==> src/rtl/core/assert_macros.svh <==
// Assertion macros shared by the RTL modules.
// Define NO_ASSERTIONS to compile them out.
`ifndef ASSERT_MACROS_SVH
`define ASSERT_MACROS_SVH
`ifndef NO_ASSERTIONS
`define ASSERT_CLK(lbl, clk, rst, prop) \
   lbl: assert property (@(posedge clk) disable iff (rst) prop) \
      else $error("assertion failed");
`define ASSERT_NEVER(lbl, clk, rst, expr) \
   lbl: assert property (@(posedge clk) disable iff (rst) !(expr)) \
      else $error("forbidden condition seen");
`else
`define ASSERT_CLK(lbl, clk, rst, prop)
`define ASSERT_NEVER(lbl, clk, rst, expr)
`endif
`endif

==> src/rtl/core/fbpg_pkg.sv <==
// Types and constants of the framebuffer pattern generator.
// No dependencies.
package fbpg_pkg;

   localparam int MAX_DIM_DEFAULT = 4096;
   localparam int XW        = 12;
   localparam int DIMW      = 13;
   localparam int STRIDEW   = 16;
   localparam int PBW       = 4;
   localparam int OFFW      = 28;
   localparam int COLW      = 32;
   localparam int CSR_IDXW  = 3;
   localparam int CSR_DATAW = 32;
   localparam int DIV_STEPS = 12;
   localparam int GQW       = 8;
   localparam int GREMW     = 21;
   localparam int CMPW      = 26;

   typedef enum logic [1:0] {
      MODE_SOLID    = 2'd0,
      MODE_CHECKER  = 2'd1,
      MODE_GRADIENT = 2'd2
   } mode_type;

   typedef enum logic [CSR_IDXW-1:0] {
      REG_MODE    = 3'd0,
      REG_WIDTH   = 3'd1,
      REG_HEIGHT  = 3'd2,
      REG_STRIDE  = 3'd3,
      REG_PBYTES  = 3'd4,
      REG_TILE    = 3'd5,
      REG_COLOR_A = 3'd6,
      REG_COLOR_B = 3'd7
   } csr_idx_type;

   typedef struct packed {
      logic                vld;
      logic                wen;
      logic [1:0]          mode;
      logic [OFFW-1:0]     offset;
      logic [XW-1:0]       rtx;
      logic [XW-1:0]       rty;
      logic [GREMW-1:0]    rb;
      logic [GREMW-1:0]    rg;
      logic [GREMW-1:0]    rr;
      logic [GQW-1:0]      qb;
      logic [GQW-1:0]      qg;
      logic [GQW-1:0]      qr;
      logic                par;
      logic [COLW-1:0]     color;
   } stage_type;

endpackage

==> src/rtl/core/fbpg_if.sv <==
// Channel interfaces: pixel request, framebuffer write response, register write.
// Depends on fbpg_pkg.
interface fbpg_req_if;
   logic                         valid;
   logic                         ready;
   logic [fbpg_pkg::XW-1:0]      pixel_x;
   logic [fbpg_pkg::XW-1:0]      pixel_y;
   modport source (output valid, pixel_x, pixel_y, input ready);
   modport sink   (input valid, pixel_x, pixel_y, output ready);
endinterface

interface fbpg_rsp_if;
   logic                         valid;
   logic                         ready;
   logic                         write_enable;
   logic [fbpg_pkg::OFFW-1:0]    write_offset;
   logic [fbpg_pkg::COLW-1:0]    pixel_color;
   modport source (output valid, write_enable, write_offset, pixel_color, input ready);
   modport sink   (input valid, write_enable, write_offset, pixel_color, output ready);
endinterface

interface fbpg_csr_if;
   logic                            valid;
   logic                            ready;
   logic [fbpg_pkg::CSR_IDXW-1:0]   index;
   logic [fbpg_pkg::CSR_DATAW-1:0]  data;
   modport source (output valid, index, data, input ready);
   modport sink   (input valid, index, data, output ready);
endinterface

==> src/rtl/core/framebuffer_pattern_generator_unit.sv <==
// Framebuffer test pattern generator, top level.
// Depends on fbpg_pkg, fbpg_if.sv and assert_macros.svh.
//
// Use: send one beat per pixel on req_bus (pixel_x, pixel_y). Each beat
// returns one beat on rsp_bus: write_enable, the byte offset y*stride+4x
// and the color. With write_enable low, offset and color are zero.
// Registers are written on csr_bus (index, data); csr_bus.ready is always
// high. Write them only while no pixel is in flight.
// Pipeline: 14 register stages. Throughput: one pixel per cycle while
// rsp_bus.ready does not stall it. The depth is set by the 12-step
// restoring divider chain (one quotient bit per stage for the tile and
// gradient quotients), plus an entry stage holding the offset multiply
// and a color select stage.
// Reset: all registers return to defaults (640x480, stride 2560, 4 bytes,
// tile 32, solid fill, black) and the pipeline empties.
// Stall: when rsp_bus.ready is low with a response waiting, the whole
// pipeline holds and req_bus.ready drops; nothing is lost or repeated.
`include "assert_macros.svh"

module framebuffer_pattern_generator_unit #(
   parameter int MAX_DIM = fbpg_pkg::MAX_DIM_DEFAULT
) (
   input  logic        clock,
   input  logic        reset,
   fbpg_req_if.sink    req_bus,
   fbpg_rsp_if.source  rsp_bus,
   fbpg_csr_if.sink    csr_bus
);

   localparam int N    = fbpg_pkg::DIV_STEPS;
   localparam int LAST = N + 1;
   localparam logic [14:0] MaxDim = 15'(MAX_DIM);

   logic [1:0]                       mode_ff;
   logic [fbpg_pkg::DIMW-1:0]        width_ff;
   logic [fbpg_pkg::DIMW-1:0]        height_ff;
   logic [fbpg_pkg::STRIDEW-1:0]     stride_ff;
   logic [fbpg_pkg::PBW-1:0]         pbytes_ff;
   logic [fbpg_pkg::DIMW-1:0]        tile_ff;
   logic [fbpg_pkg::COLW-1:0]        color_a_ff;
   logic [fbpg_pkg::COLW-1:0]        color_b_ff;

   fbpg_pkg::stage_type pipe_ff [0:LAST];
   fbpg_pkg::stage_type pipe_in [0:LAST];

   logic                         advance;
   logic [fbpg_pkg::DIMW-1:0]    w_clamp;
   logic [fbpg_pkg::DIMW-1:0]    h_clamp;
   logic [fbpg_pkg::DIMW:0]      wh_sum;
   logic                         in_bounds;
   logic                         mode_ok;

   assign csr_bus.ready = 1'b1;

   always_ff @(posedge clock) begin
      if (reset) begin
         mode_ff    <= fbpg_pkg::MODE_SOLID;
         width_ff   <= 13'd640;
         height_ff  <= 13'd480;
         stride_ff  <= 16'd2560;
         pbytes_ff  <= 4'd4;
         tile_ff    <= 13'd32;
         color_a_ff <= '0;
         color_b_ff <= '0;
      end else if (csr_bus.valid) begin
         case (fbpg_pkg::csr_idx_type'(csr_bus.index))
            fbpg_pkg::REG_MODE:    mode_ff    <= csr_bus.data[1:0];
            fbpg_pkg::REG_WIDTH:   width_ff   <= csr_bus.data[fbpg_pkg::DIMW-1:0];
            fbpg_pkg::REG_HEIGHT:  height_ff  <= csr_bus.data[fbpg_pkg::DIMW-1:0];
            fbpg_pkg::REG_STRIDE:  stride_ff  <= csr_bus.data[fbpg_pkg::STRIDEW-1:0];
            fbpg_pkg::REG_PBYTES:  pbytes_ff  <= csr_bus.data[fbpg_pkg::PBW-1:0];
            fbpg_pkg::REG_TILE:    tile_ff    <= csr_bus.data[fbpg_pkg::DIMW-1:0];
            fbpg_pkg::REG_COLOR_A: color_a_ff <= csr_bus.data;
            fbpg_pkg::REG_COLOR_B: color_b_ff <= csr_bus.data;
            default: ;
         endcase
      end
   end

   assign w_clamp = ({2'b0, width_ff} > MaxDim) ? 13'(MAX_DIM) : width_ff;
   assign h_clamp = ({2'b0, height_ff} > MaxDim) ? 13'(MAX_DIM) : height_ff;
   assign wh_sum  = {1'b0, w_clamp} + {1'b0, h_clamp};

   assign advance       = !pipe_ff[LAST].vld || rsp_bus.ready;
   assign req_bus.ready = advance;

   // entry stage: bounds, offset multiply, dividends
   always_comb begin
      pipe_in[0] = '0;
      in_bounds = ({1'b0, req_bus.pixel_x} < w_clamp) && ({1'b0, req_bus.pixel_y} < h_clamp)
                  && (pbytes_ff == 4'd4);
      case (mode_ff)
         fbpg_pkg::MODE_SOLID:    mode_ok = 1'b1;
         fbpg_pkg::MODE_CHECKER:  mode_ok = (tile_ff != '0);
         fbpg_pkg::MODE_GRADIENT: mode_ok = 1'b1;
         default:                 mode_ok = 1'b0;
      endcase
      pipe_in[0].vld  = req_bus.valid;
      pipe_in[0].wen  = in_bounds && mode_ok;
      pipe_in[0].mode = mode_ff;
      pipe_in[0].offset = pipe_in[0].wen
         ? (28'(req_bus.pixel_y) * 28'(stride_ff) + 28'({req_bus.pixel_x, 2'b00}))
         : '0;
      pipe_in[0].rtx = req_bus.pixel_x;
      pipe_in[0].rty = req_bus.pixel_y;
      pipe_in[0].rb  = ({9'b0, req_bus.pixel_x} << 8) - {9'b0, req_bus.pixel_x};
      pipe_in[0].rg  = ({9'b0, req_bus.pixel_y} << 8) - {9'b0, req_bus.pixel_y};
      pipe_in[0].rr  = ({8'b0, {1'b0, req_bus.pixel_x} + {1'b0, req_bus.pixel_y}} << 8)
                       - {8'b0, {1'b0, req_bus.pixel_x} + {1'b0, req_bus.pixel_y}};
   end

   // restoring divider chain, one quotient bit per stage, MSB first
   for (genvar k = 1; k <= N; k++) begin : g_div
      localparam int B = N - k;
      logic [fbpg_pkg::CMPW-1:0] d_tile;
      logic [fbpg_pkg::CMPW-1:0] d_w;
      logic [fbpg_pkg::CMPW-1:0] d_h;
      logic [fbpg_pkg::CMPW-1:0] d_wh;
      logic ge_tx, ge_ty, ge_b, ge_g, ge_r;

      assign d_tile = fbpg_pkg::CMPW'(tile_ff) << B;
      assign d_w    = fbpg_pkg::CMPW'(w_clamp) << B;
      assign d_h    = fbpg_pkg::CMPW'(h_clamp) << B;
      assign d_wh   = fbpg_pkg::CMPW'(wh_sum) << B;

      always_comb begin
         pipe_in[k] = pipe_ff[k-1];
         ge_tx = fbpg_pkg::CMPW'(pipe_ff[k-1].rtx) >= d_tile;
         ge_ty = fbpg_pkg::CMPW'(pipe_ff[k-1].rty) >= d_tile;
         ge_b  = fbpg_pkg::CMPW'(pipe_ff[k-1].rb) >= d_w;
         ge_g  = fbpg_pkg::CMPW'(pipe_ff[k-1].rg) >= d_h;
         ge_r  = fbpg_pkg::CMPW'(pipe_ff[k-1].rr) >= d_wh;
         if (ge_tx) pipe_in[k].rtx = pipe_ff[k-1].rtx - d_tile[fbpg_pkg::XW-1:0];
         if (ge_ty) pipe_in[k].rty = pipe_ff[k-1].rty - d_tile[fbpg_pkg::XW-1:0];
         if (ge_b)  pipe_in[k].rb  = pipe_ff[k-1].rb - d_w[fbpg_pkg::GREMW-1:0];
         if (ge_g)  pipe_in[k].rg  = pipe_ff[k-1].rg - d_h[fbpg_pkg::GREMW-1:0];
         if (ge_r)  pipe_in[k].rr  = pipe_ff[k-1].rr - d_wh[fbpg_pkg::GREMW-1:0];
         pipe_in[k].qb  = {pipe_ff[k-1].qb[fbpg_pkg::GQW-2:0], ge_b};
         pipe_in[k].qg  = {pipe_ff[k-1].qg[fbpg_pkg::GQW-2:0], ge_g};
         pipe_in[k].qr  = {pipe_ff[k-1].qr[fbpg_pkg::GQW-2:0], ge_r};
         pipe_in[k].par = ge_tx ^ ge_ty;
      end
   end

   // color select
   always_comb begin
      pipe_in[LAST] = pipe_ff[N];
      case (pipe_ff[N].mode)
         fbpg_pkg::MODE_CHECKER:
            pipe_in[LAST].color = pipe_ff[N].par ? color_b_ff : color_a_ff;
         fbpg_pkg::MODE_GRADIENT:
            pipe_in[LAST].color = {8'hff, pipe_ff[N].qr, pipe_ff[N].qg, pipe_ff[N].qb};
         default:
            pipe_in[LAST].color = color_a_ff;
      endcase
      if (!pipe_ff[N].wen) pipe_in[LAST].color = '0;
   end

   for (genvar s = 0; s <= LAST; s++) begin : g_pipe
      always_ff @(posedge clock) begin
         if (reset) begin
            pipe_ff[s].vld <= 1'b0;
         end else if (advance) begin
            pipe_ff[s].vld <= pipe_in[s].vld;
         end
      end
      always_ff @(posedge clock) begin
         if (advance) begin
            pipe_ff[s].wen    <= pipe_in[s].wen;
            pipe_ff[s].mode   <= pipe_in[s].mode;
            pipe_ff[s].offset <= pipe_in[s].offset;
            pipe_ff[s].rtx    <= pipe_in[s].rtx;
            pipe_ff[s].rty    <= pipe_in[s].rty;
            pipe_ff[s].rb     <= pipe_in[s].rb;
            pipe_ff[s].rg     <= pipe_in[s].rg;
            pipe_ff[s].rr     <= pipe_in[s].rr;
            pipe_ff[s].qb     <= pipe_in[s].qb;
            pipe_ff[s].qg     <= pipe_in[s].qg;
            pipe_ff[s].qr     <= pipe_in[s].qr;
            pipe_ff[s].par    <= pipe_in[s].par;
            pipe_ff[s].color  <= pipe_in[s].color;
         end
      end
   end

   assign rsp_bus.valid        = pipe_ff[LAST].vld;
   assign rsp_bus.write_enable = pipe_ff[LAST].wen;
   assign rsp_bus.write_offset = pipe_ff[LAST].offset;
   assign rsp_bus.pixel_color  = pipe_ff[LAST].color;

   `ASSERT_CLK(a_off_zero, clock, reset,
      pipe_ff[LAST].vld && !pipe_ff[LAST].wen |->
      pipe_ff[LAST].offset == '0 && pipe_ff[LAST].color == '0)
   `ASSERT_CLK(a_grad_alpha, clock, reset,
      pipe_ff[LAST].vld && pipe_ff[LAST].wen && pipe_ff[LAST].mode == fbpg_pkg::MODE_GRADIENT
      |-> pipe_ff[LAST].color[31:24] == 8'hff)
   `ASSERT_CLK(a_vld_moves, clock, reset,
      advance && pipe_ff[0].vld |=> pipe_ff[1].vld)
   `ASSERT_NEVER(a_wen_mode3, clock, reset,
      pipe_ff[LAST].vld && pipe_ff[LAST].wen && pipe_ff[LAST].mode == 2'd3)

endmodule
==> src/flat_wrapper.sv <==
// flat-port wrapper written by rule: the top's interface ports become plain ports
module framebuffer_pattern_generator_unit_flat 
#(
   parameter int MAX_DIM = fbpg_pkg::MAX_DIM_DEFAULT
)
  (clock, reset, req_bus_valid, req_bus_pixel_x, req_bus_pixel_y, req_bus_ready, rsp_bus_valid, rsp_bus_write_enable, rsp_bus_write_offset, rsp_bus_pixel_color, rsp_bus_ready, csr_bus_valid, csr_bus_index, csr_bus_data, csr_bus_ready);
  fbpg_req_if req_bus_i ();
  fbpg_rsp_if rsp_bus_i ();
  fbpg_csr_if csr_bus_i ();
  input  logic clock;
  input  logic reset;
  input wire logic [$bits(req_bus_i.valid)-1:0] req_bus_valid;
  input wire logic [$bits(req_bus_i.pixel_x)-1:0] req_bus_pixel_x;
  input wire logic [$bits(req_bus_i.pixel_y)-1:0] req_bus_pixel_y;
  output wire logic [$bits(req_bus_i.ready)-1:0] req_bus_ready;
  output wire logic [$bits(rsp_bus_i.valid)-1:0] rsp_bus_valid;
  output wire logic [$bits(rsp_bus_i.write_enable)-1:0] rsp_bus_write_enable;
  output wire logic [$bits(rsp_bus_i.write_offset)-1:0] rsp_bus_write_offset;
  output wire logic [$bits(rsp_bus_i.pixel_color)-1:0] rsp_bus_pixel_color;
  input wire logic [$bits(rsp_bus_i.ready)-1:0] rsp_bus_ready;
  input wire logic [$bits(csr_bus_i.valid)-1:0] csr_bus_valid;
  input wire logic [$bits(csr_bus_i.index)-1:0] csr_bus_index;
  input wire logic [$bits(csr_bus_i.data)-1:0] csr_bus_data;
  output wire logic [$bits(csr_bus_i.ready)-1:0] csr_bus_ready;
  assign req_bus_i.valid = req_bus_valid;
  assign req_bus_i.pixel_x = req_bus_pixel_x;
  assign req_bus_i.pixel_y = req_bus_pixel_y;
  assign req_bus_ready = req_bus_i.ready;
  assign rsp_bus_valid = rsp_bus_i.valid;
  assign rsp_bus_write_enable = rsp_bus_i.write_enable;
  assign rsp_bus_write_offset = rsp_bus_i.write_offset;
  assign rsp_bus_pixel_color = rsp_bus_i.pixel_color;
  assign rsp_bus_i.ready = rsp_bus_ready;
  assign csr_bus_i.valid = csr_bus_valid;
  assign csr_bus_i.index = csr_bus_index;
  assign csr_bus_i.data = csr_bus_data;
  assign csr_bus_ready = csr_bus_i.ready;
  framebuffer_pattern_generator_unit #(.MAX_DIM(MAX_DIM)) u_core (.clock(clock), .reset(reset), .req_bus(req_bus_i), .rsp_bus(rsp_bus_i), .csr_bus(csr_bus_i));
endmodule
==> config.mk <==
export PLATFORM = sky130hd
export DESIGN_NAME = framebuffer_pattern_generator_unit_flat
export DESIGN_NICKNAME = d
export VERILOG_FILES = /design/src/rtl/core/fbpg_pkg.sv /design/src/rtl/core/fbpg_if.sv /design/src/rtl/core/framebuffer_pattern_generator_unit.sv /design/src/flat_wrapper.sv
export VERILOG_INCLUDE_DIRS = /design/src /design/src/rtl/core
export SDC_FILE = /design/constraint.sdc
export NUM_CORES = 2
export LEC_CHECK = 0
export ABC_AREA = 0
export ABC_CLOCK_PERIOD_IN_PS = 58800
export BUFFER_PORTS_ARGS = -buffer_cell sky130_fd_sc_hd__buf_4
export CORE_ASPECT_RATIO = 1.1
export CORE_UTILIZATION = 42
export CTS_CLUSTER_SIZE = 28
export DETAILED_ROUTE_END_ITERATION = 12
export SLEW_MARGIN = 20
export SYNTH_ARGS = -nofsm -noshare
export SYNTH_HDL_FRONTEND = slang
export SYNTH_SLANG_ARGS = --single-unit
export TNS_END_PERCENT = 10
==> constraint.sdc <==
create_clock -name clock -period 58.8 [get_ports clock]
set_clock_uncertainty 0.1 [all_clocks]
set_input_delay 8.82 -clock clock [delete_from_list [all_inputs] [get_ports clock]]
set_output_delay 8.82 -clock clock [all_outputs]
set_load 0.01 [all_outputs]
# [Word-level counts from Yosys, hierarchy flattened]
# Memory sizes are Yosys's and may differ from the RTL's.
# Cells that the tools add are included.
# Widths: inputs -> output; s select.
[op_classes] n_shift=0 n_bitwise=26 multipliers=1 eq_ne=12 div_mod_pow=0 mux=87 n_addsub=66 reduce_logical=17 magnitude_cmp=64
[op_table] op="$mux 21" count=36
[op_table] op="$mux 12" count=24
[op_table] op="$sub 12x12->12" count=24
[op_table] op="$sub 21x21->21" count=13
[op_table] op="$ge 21x24->1" count=3
[op_table] op="$ge 21x23->1" count=3
[op_table] op="$ge 21x22->1" count=3
[op_table] op="$mux 32" count=2
[op_table] op="$pmux 32 s2" count=1
[op_table] op="$ge 21x14->1" count=3
[op_table] op="$ge 21x15->1" count=3
[op_table] op="$ge 21x16->1" count=3
[op_table] op="$ge 21x17->1" count=3
[op_table] op="$ge 21x18->1" count=3
[op_table] op="$ge 21x19->1" count=3
[op_table] op="$ge 21x20->1" count=3
[op_table] op="$ge 21x21->1" count=3
[op_table] op="$sub 21x13->21" count=3
[op_table] op="$sub 21x14->21" count=3
[op_table] op="$sub 21x15->21" count=3
[op_table] op="$sub 21x16->21" count=3
[op_table] op="$sub 21x17->21" count=3
[op_table] op="$sub 21x18->21" count=3
[op_table] op="$sub 21x19->21" count=3
[op_table] op="42 further kinds" count=119
[totals] romBits=0 ramBits=2464 reg_bits=125 out_inout_bits=64 memories=1 input_bits=64 latchBits=0 wordCells=282
[memory_table] memory="u_core.pipe_ff" words=14 word_bits=176 read_ports=14 rd_clocked_by_memory_dff=0 wr=14 line_no="framebuffer_pattern_generator_unit.sv:43" source="fbpg_pkg::stage_type pipe_ff [0:LAST];"

# [Longest topological paths before layout]
[logic_depth] ltp_word=7 ltp_mapped=25 ltp_nobuf=23

# [Worst setup path before layout]
# Ideal clock, no wire load.
[synth_path] path_kind="input port to output port" startpoint="input rsp_bus_ready" endpoint="output req_bus_ready" setup_slack_ns=3.132 path_stages=1 t_arrival_ns=46.748 required_time_ns=49.880 n_path_buf=0 cell_sequence="nand2b_1"
[synth_via] elab_chain_cells=1
[synth_rtl] item="start: declaration" line_no="flat_wrapper.sv:20" source="input wire logic [$bits(rsp_bus_i.ready)-1:0] rsp_bus_ready;"
[synth_rtl] item="$logic_or 1x1->1" line_no="framebuffer_pattern_generator_unit.sv:84" source="assign advance = !pipe_ff[LAST].vld || rsp_bus.ready;"
[synth_rtl] item="end: declaration" line_no="flat_wrapper.sv:15" source="output wire logic [$bits(req_bus_i.ready)-1:0] req_bus_ready;"
# No other way between the ends.

# [Worst setup path in the final report]
# Same ends and word-level chain as after synthesis.

==> metrics.cfg <==
[timing]
tns_ns=0
finalHoldViolations=0
fmax_mhz=53.6
finalSetupViolCount=0
tightest_slew_ns=1.14
fin_crit_ns=18.65
rsz0062_at_grt=false
min_period_over_period_pct=31.7
slew_headroom_pct=24.0
final_max_slew_viol_count=0
hold_ws_ns=0.294

[global_route]
grt_pass1_wl_um=350000
grt_antenna_before_repair=23
overflow=0
grt_pass1_vias=61900
track_usage_pct=19.6
grt_max_degree=185

[floorplanning]
start_util_pct=42.2
num_io_pins=128
die_w_um=456
core_area_mm2=0.226
die_h_um=502
row_count=183
die_area_mm2=0.229

[layout]
fin_cells=11400
mostFrequentLayoutCell=edfxtp_1
fin_nets=9285
multi_input_area_mm2=0.0415
final_cell_mix=1607 x edfxtp_1, 810 x nand2_1, 711 x ha_1
fill_cells=19900
syn_to_final_growth_pct=11.5
seq_area_mm2=0.0508
drive_gt1_share_pct=9.50

[power]
power.internal_mw=3.33
p_total_mw=4.98
power.density_mw_per_mm2=46.7
pwr-share-seq_pct=39.4
p_switching_mw=1.65
p_leak_nw=42.9
vdd_drop_max_v=0.0000259
power.share.clock_pct=24.8
pwr-share-comb_pct=35.7
swShare_pct=33.1

[place]
place_inst=11100
dp_hpwl_um=163000
numPortBuffers=126
place_congestion=0.878

[yosys]
synth_top_flop_cell=edfxtp_1
yosysWarnings=0
synth.area.top_cells=edfxtp_1 51%, ha_1 9.3%, fa_1 4.3%
synth_cell_types=94
avgSynthCellArea_um2=11.7
synth_xor_area_share_pct=4.97
syn-num-nets=9105
syn_inst=8123
yosys.area_share.simple_pct=11.5
synth_fa_ha_area_share_pct=14.0
synth_top_area_share_pct=50.6
muxShareOfSynthArea_pct=2.79
async_flop_share_pct=0
synth_seq_cells=1732
seq_area_frac_synth_pct=53.2
synth_compound_area_share_pct=10.1
synth_top_family_by_area=adder cells
synth_edf_count=1607
netlist_area_mm2=0.0954
yosys.area.top_type=edfxtp_1

[setup_path]
critPathLaunch=rsp_bus_ready
worst_path_max_delay_cell=nand2b_4
cp_max_fo=44
worstPathArrival_ns=9.73
cp.required_ns=49.88
path_cells=buf_4 -> nand2b_4 -> buf_4
end_kind=primary output
path_common_cell=buf_4
setup.worst_path.start_class=input pin
cpPeakStageDelay_ns=0.41
r2r-start=u_core.width_ff[12]$_SDFFE_PP0P_
worstSetupPathType=input pin to primary output

[clock_tree]
htreeDepth=4
cts_tree=yes
root_buffer=clkbuf_16
cts.sinks=1732
holdBufCountCts=0
cts_made_buffers=185
cts_setup_buffers=0
clk_pin_slew_ns=0.06
cts_buffer_depth=3
post_cts_resized=0
clock_latency_ns=0.85

[detailed_routing]
vias=61700
wl_per_cell_um=19.9
viasPerCell=5.39
ant_nets=0
dr.pass1.iters=6
wl_um=227000
drt_iter0_drc=4278
drcViolationCount=0

[worst_hold_path]
min_from=u_core.pipe_ff[1][220]$_DFFE_PN_
hp-class=flop to flop

[status]
status=finished clean

[flow_run]
maxCapViolCount=0

[through the flow]
| stage | area (µm²) | util [%] | setup WS [ns] |
|---|---|---|---|
| 2_1_floorplan | 95400 | - | 3.13 |
| 3_3_place_gp | 99900 | 44.2 | 40.13 |
| 3_5_place_dp | 99900 | 44.2 | 40.12 |
| 4_1_cts | 106000 | 47.1 | 40.12 |
| 5_1_grt | 106000 | 47.1 | 40.08 |
| 6_report | 106000 | 47.1 | 40.15 |
[power by group through the flow]
stage	combinational (mW)	sequential, mW	clock (mW)
after floorplan	1.41	1.91	0
after global placement	1.71	1.98	0
after detailed placement	1.76	1.99	0
after CTS	1.78	1.96	1.26
after global routing	2.00	1.99	1.31
final	1.78	1.96	1.23
[sequential cells by signal (all words and copies together) (netlist names)]
| signal | cells |
|---|---|
| u_core.pipe_ff | 1607 |
| u_core.color_a_ff | 32 |
| u_core.color_b_ff | 32 |
| u_core.stride_ff | 16 |
| u_core.height_ff | 13 |
| u_core.tile_ff | 13 |
| u_core.width_ff | 13 |
| u_core.pbytes_ff | 4 |
| u_core.mode_ff | 2 |
[critical path: cells and delay by family]
kind	cells	cell delay (ns)
buf+inv	2	0.44
simple gates	1	0.41
[routing by layer]
layer	up-vias	GRT usage [%]	routed length (µm)
met3	424	2.70	9540
met2	1327	34.6	113000
met1	30200	23.8	95400
met4	0	8.69	9620
met5	-	0	0
li1	29700	-	-
[synthesized netlist by cell type, drive strengths merged, types with 30 or more instances]
library cell / count
edfxtp: 1607
nand2: 810
ha: 712
inv: 578
a21oi: 539
nor2: 494
o21ai: 432
xnor2: 327
xor2: 214
fa: 206
mux2: 198
a21o: 181
clkbuf: 153
and2: 133
nor2b: 131
dfxtp: 125
nor3: 114
nand2b: 112
nand3: 95
nor4: 89
buf: 87
nand4: 75
a21boi: 73
o21a: 68
mux2i: 43
a211oi: 38
o31ai: 38
nor4b: 34
maj3: 33
nand4b: 30
[final cells by class]
type / count / area share, %
flip-flops and latches: 1732 / 47.7
clock buffers: 223 / 4.61
diodes: 6 / 0.0141
well taps: 2960 / 3.48
inverters: 580 / 2.05
multi-input cells: 5571 / 39.0
repair buffers: 233 / 1.68
clock inverters: 127 / 1.51
[final timing paths]
kind	to	depth (start not counted)	slack [ns]
min	u_core.pipe_ff[1][397]$_DFFE_PN_	0	0.29
max reg2reg	u_core.pipe_ff[0][1122]$_DFFE_PN_	23	51.93
min reg2reg	u_core.pipe_ff[1][397]$_DFFE_PN_	0	0.29
max	req_bus_ready	3	40.15
[kinds of logic (layout without fill, tap and decap cells)]
family | after synthesis | count (layout)
AO/OA/AOI/OAI | 1580 | 1580
other | 1 | 7
buffers and inverters | 820 | 1163
adder cells (fa/ha/maj) | 951 | 951
AND/OR/NAND/NOR | 2257 | 2257
flip-flops | 1732 | 1732
XOR/XNOR | 541 | 541
multiplexers | 241 | 241
(Power assumes the default switching activity.)
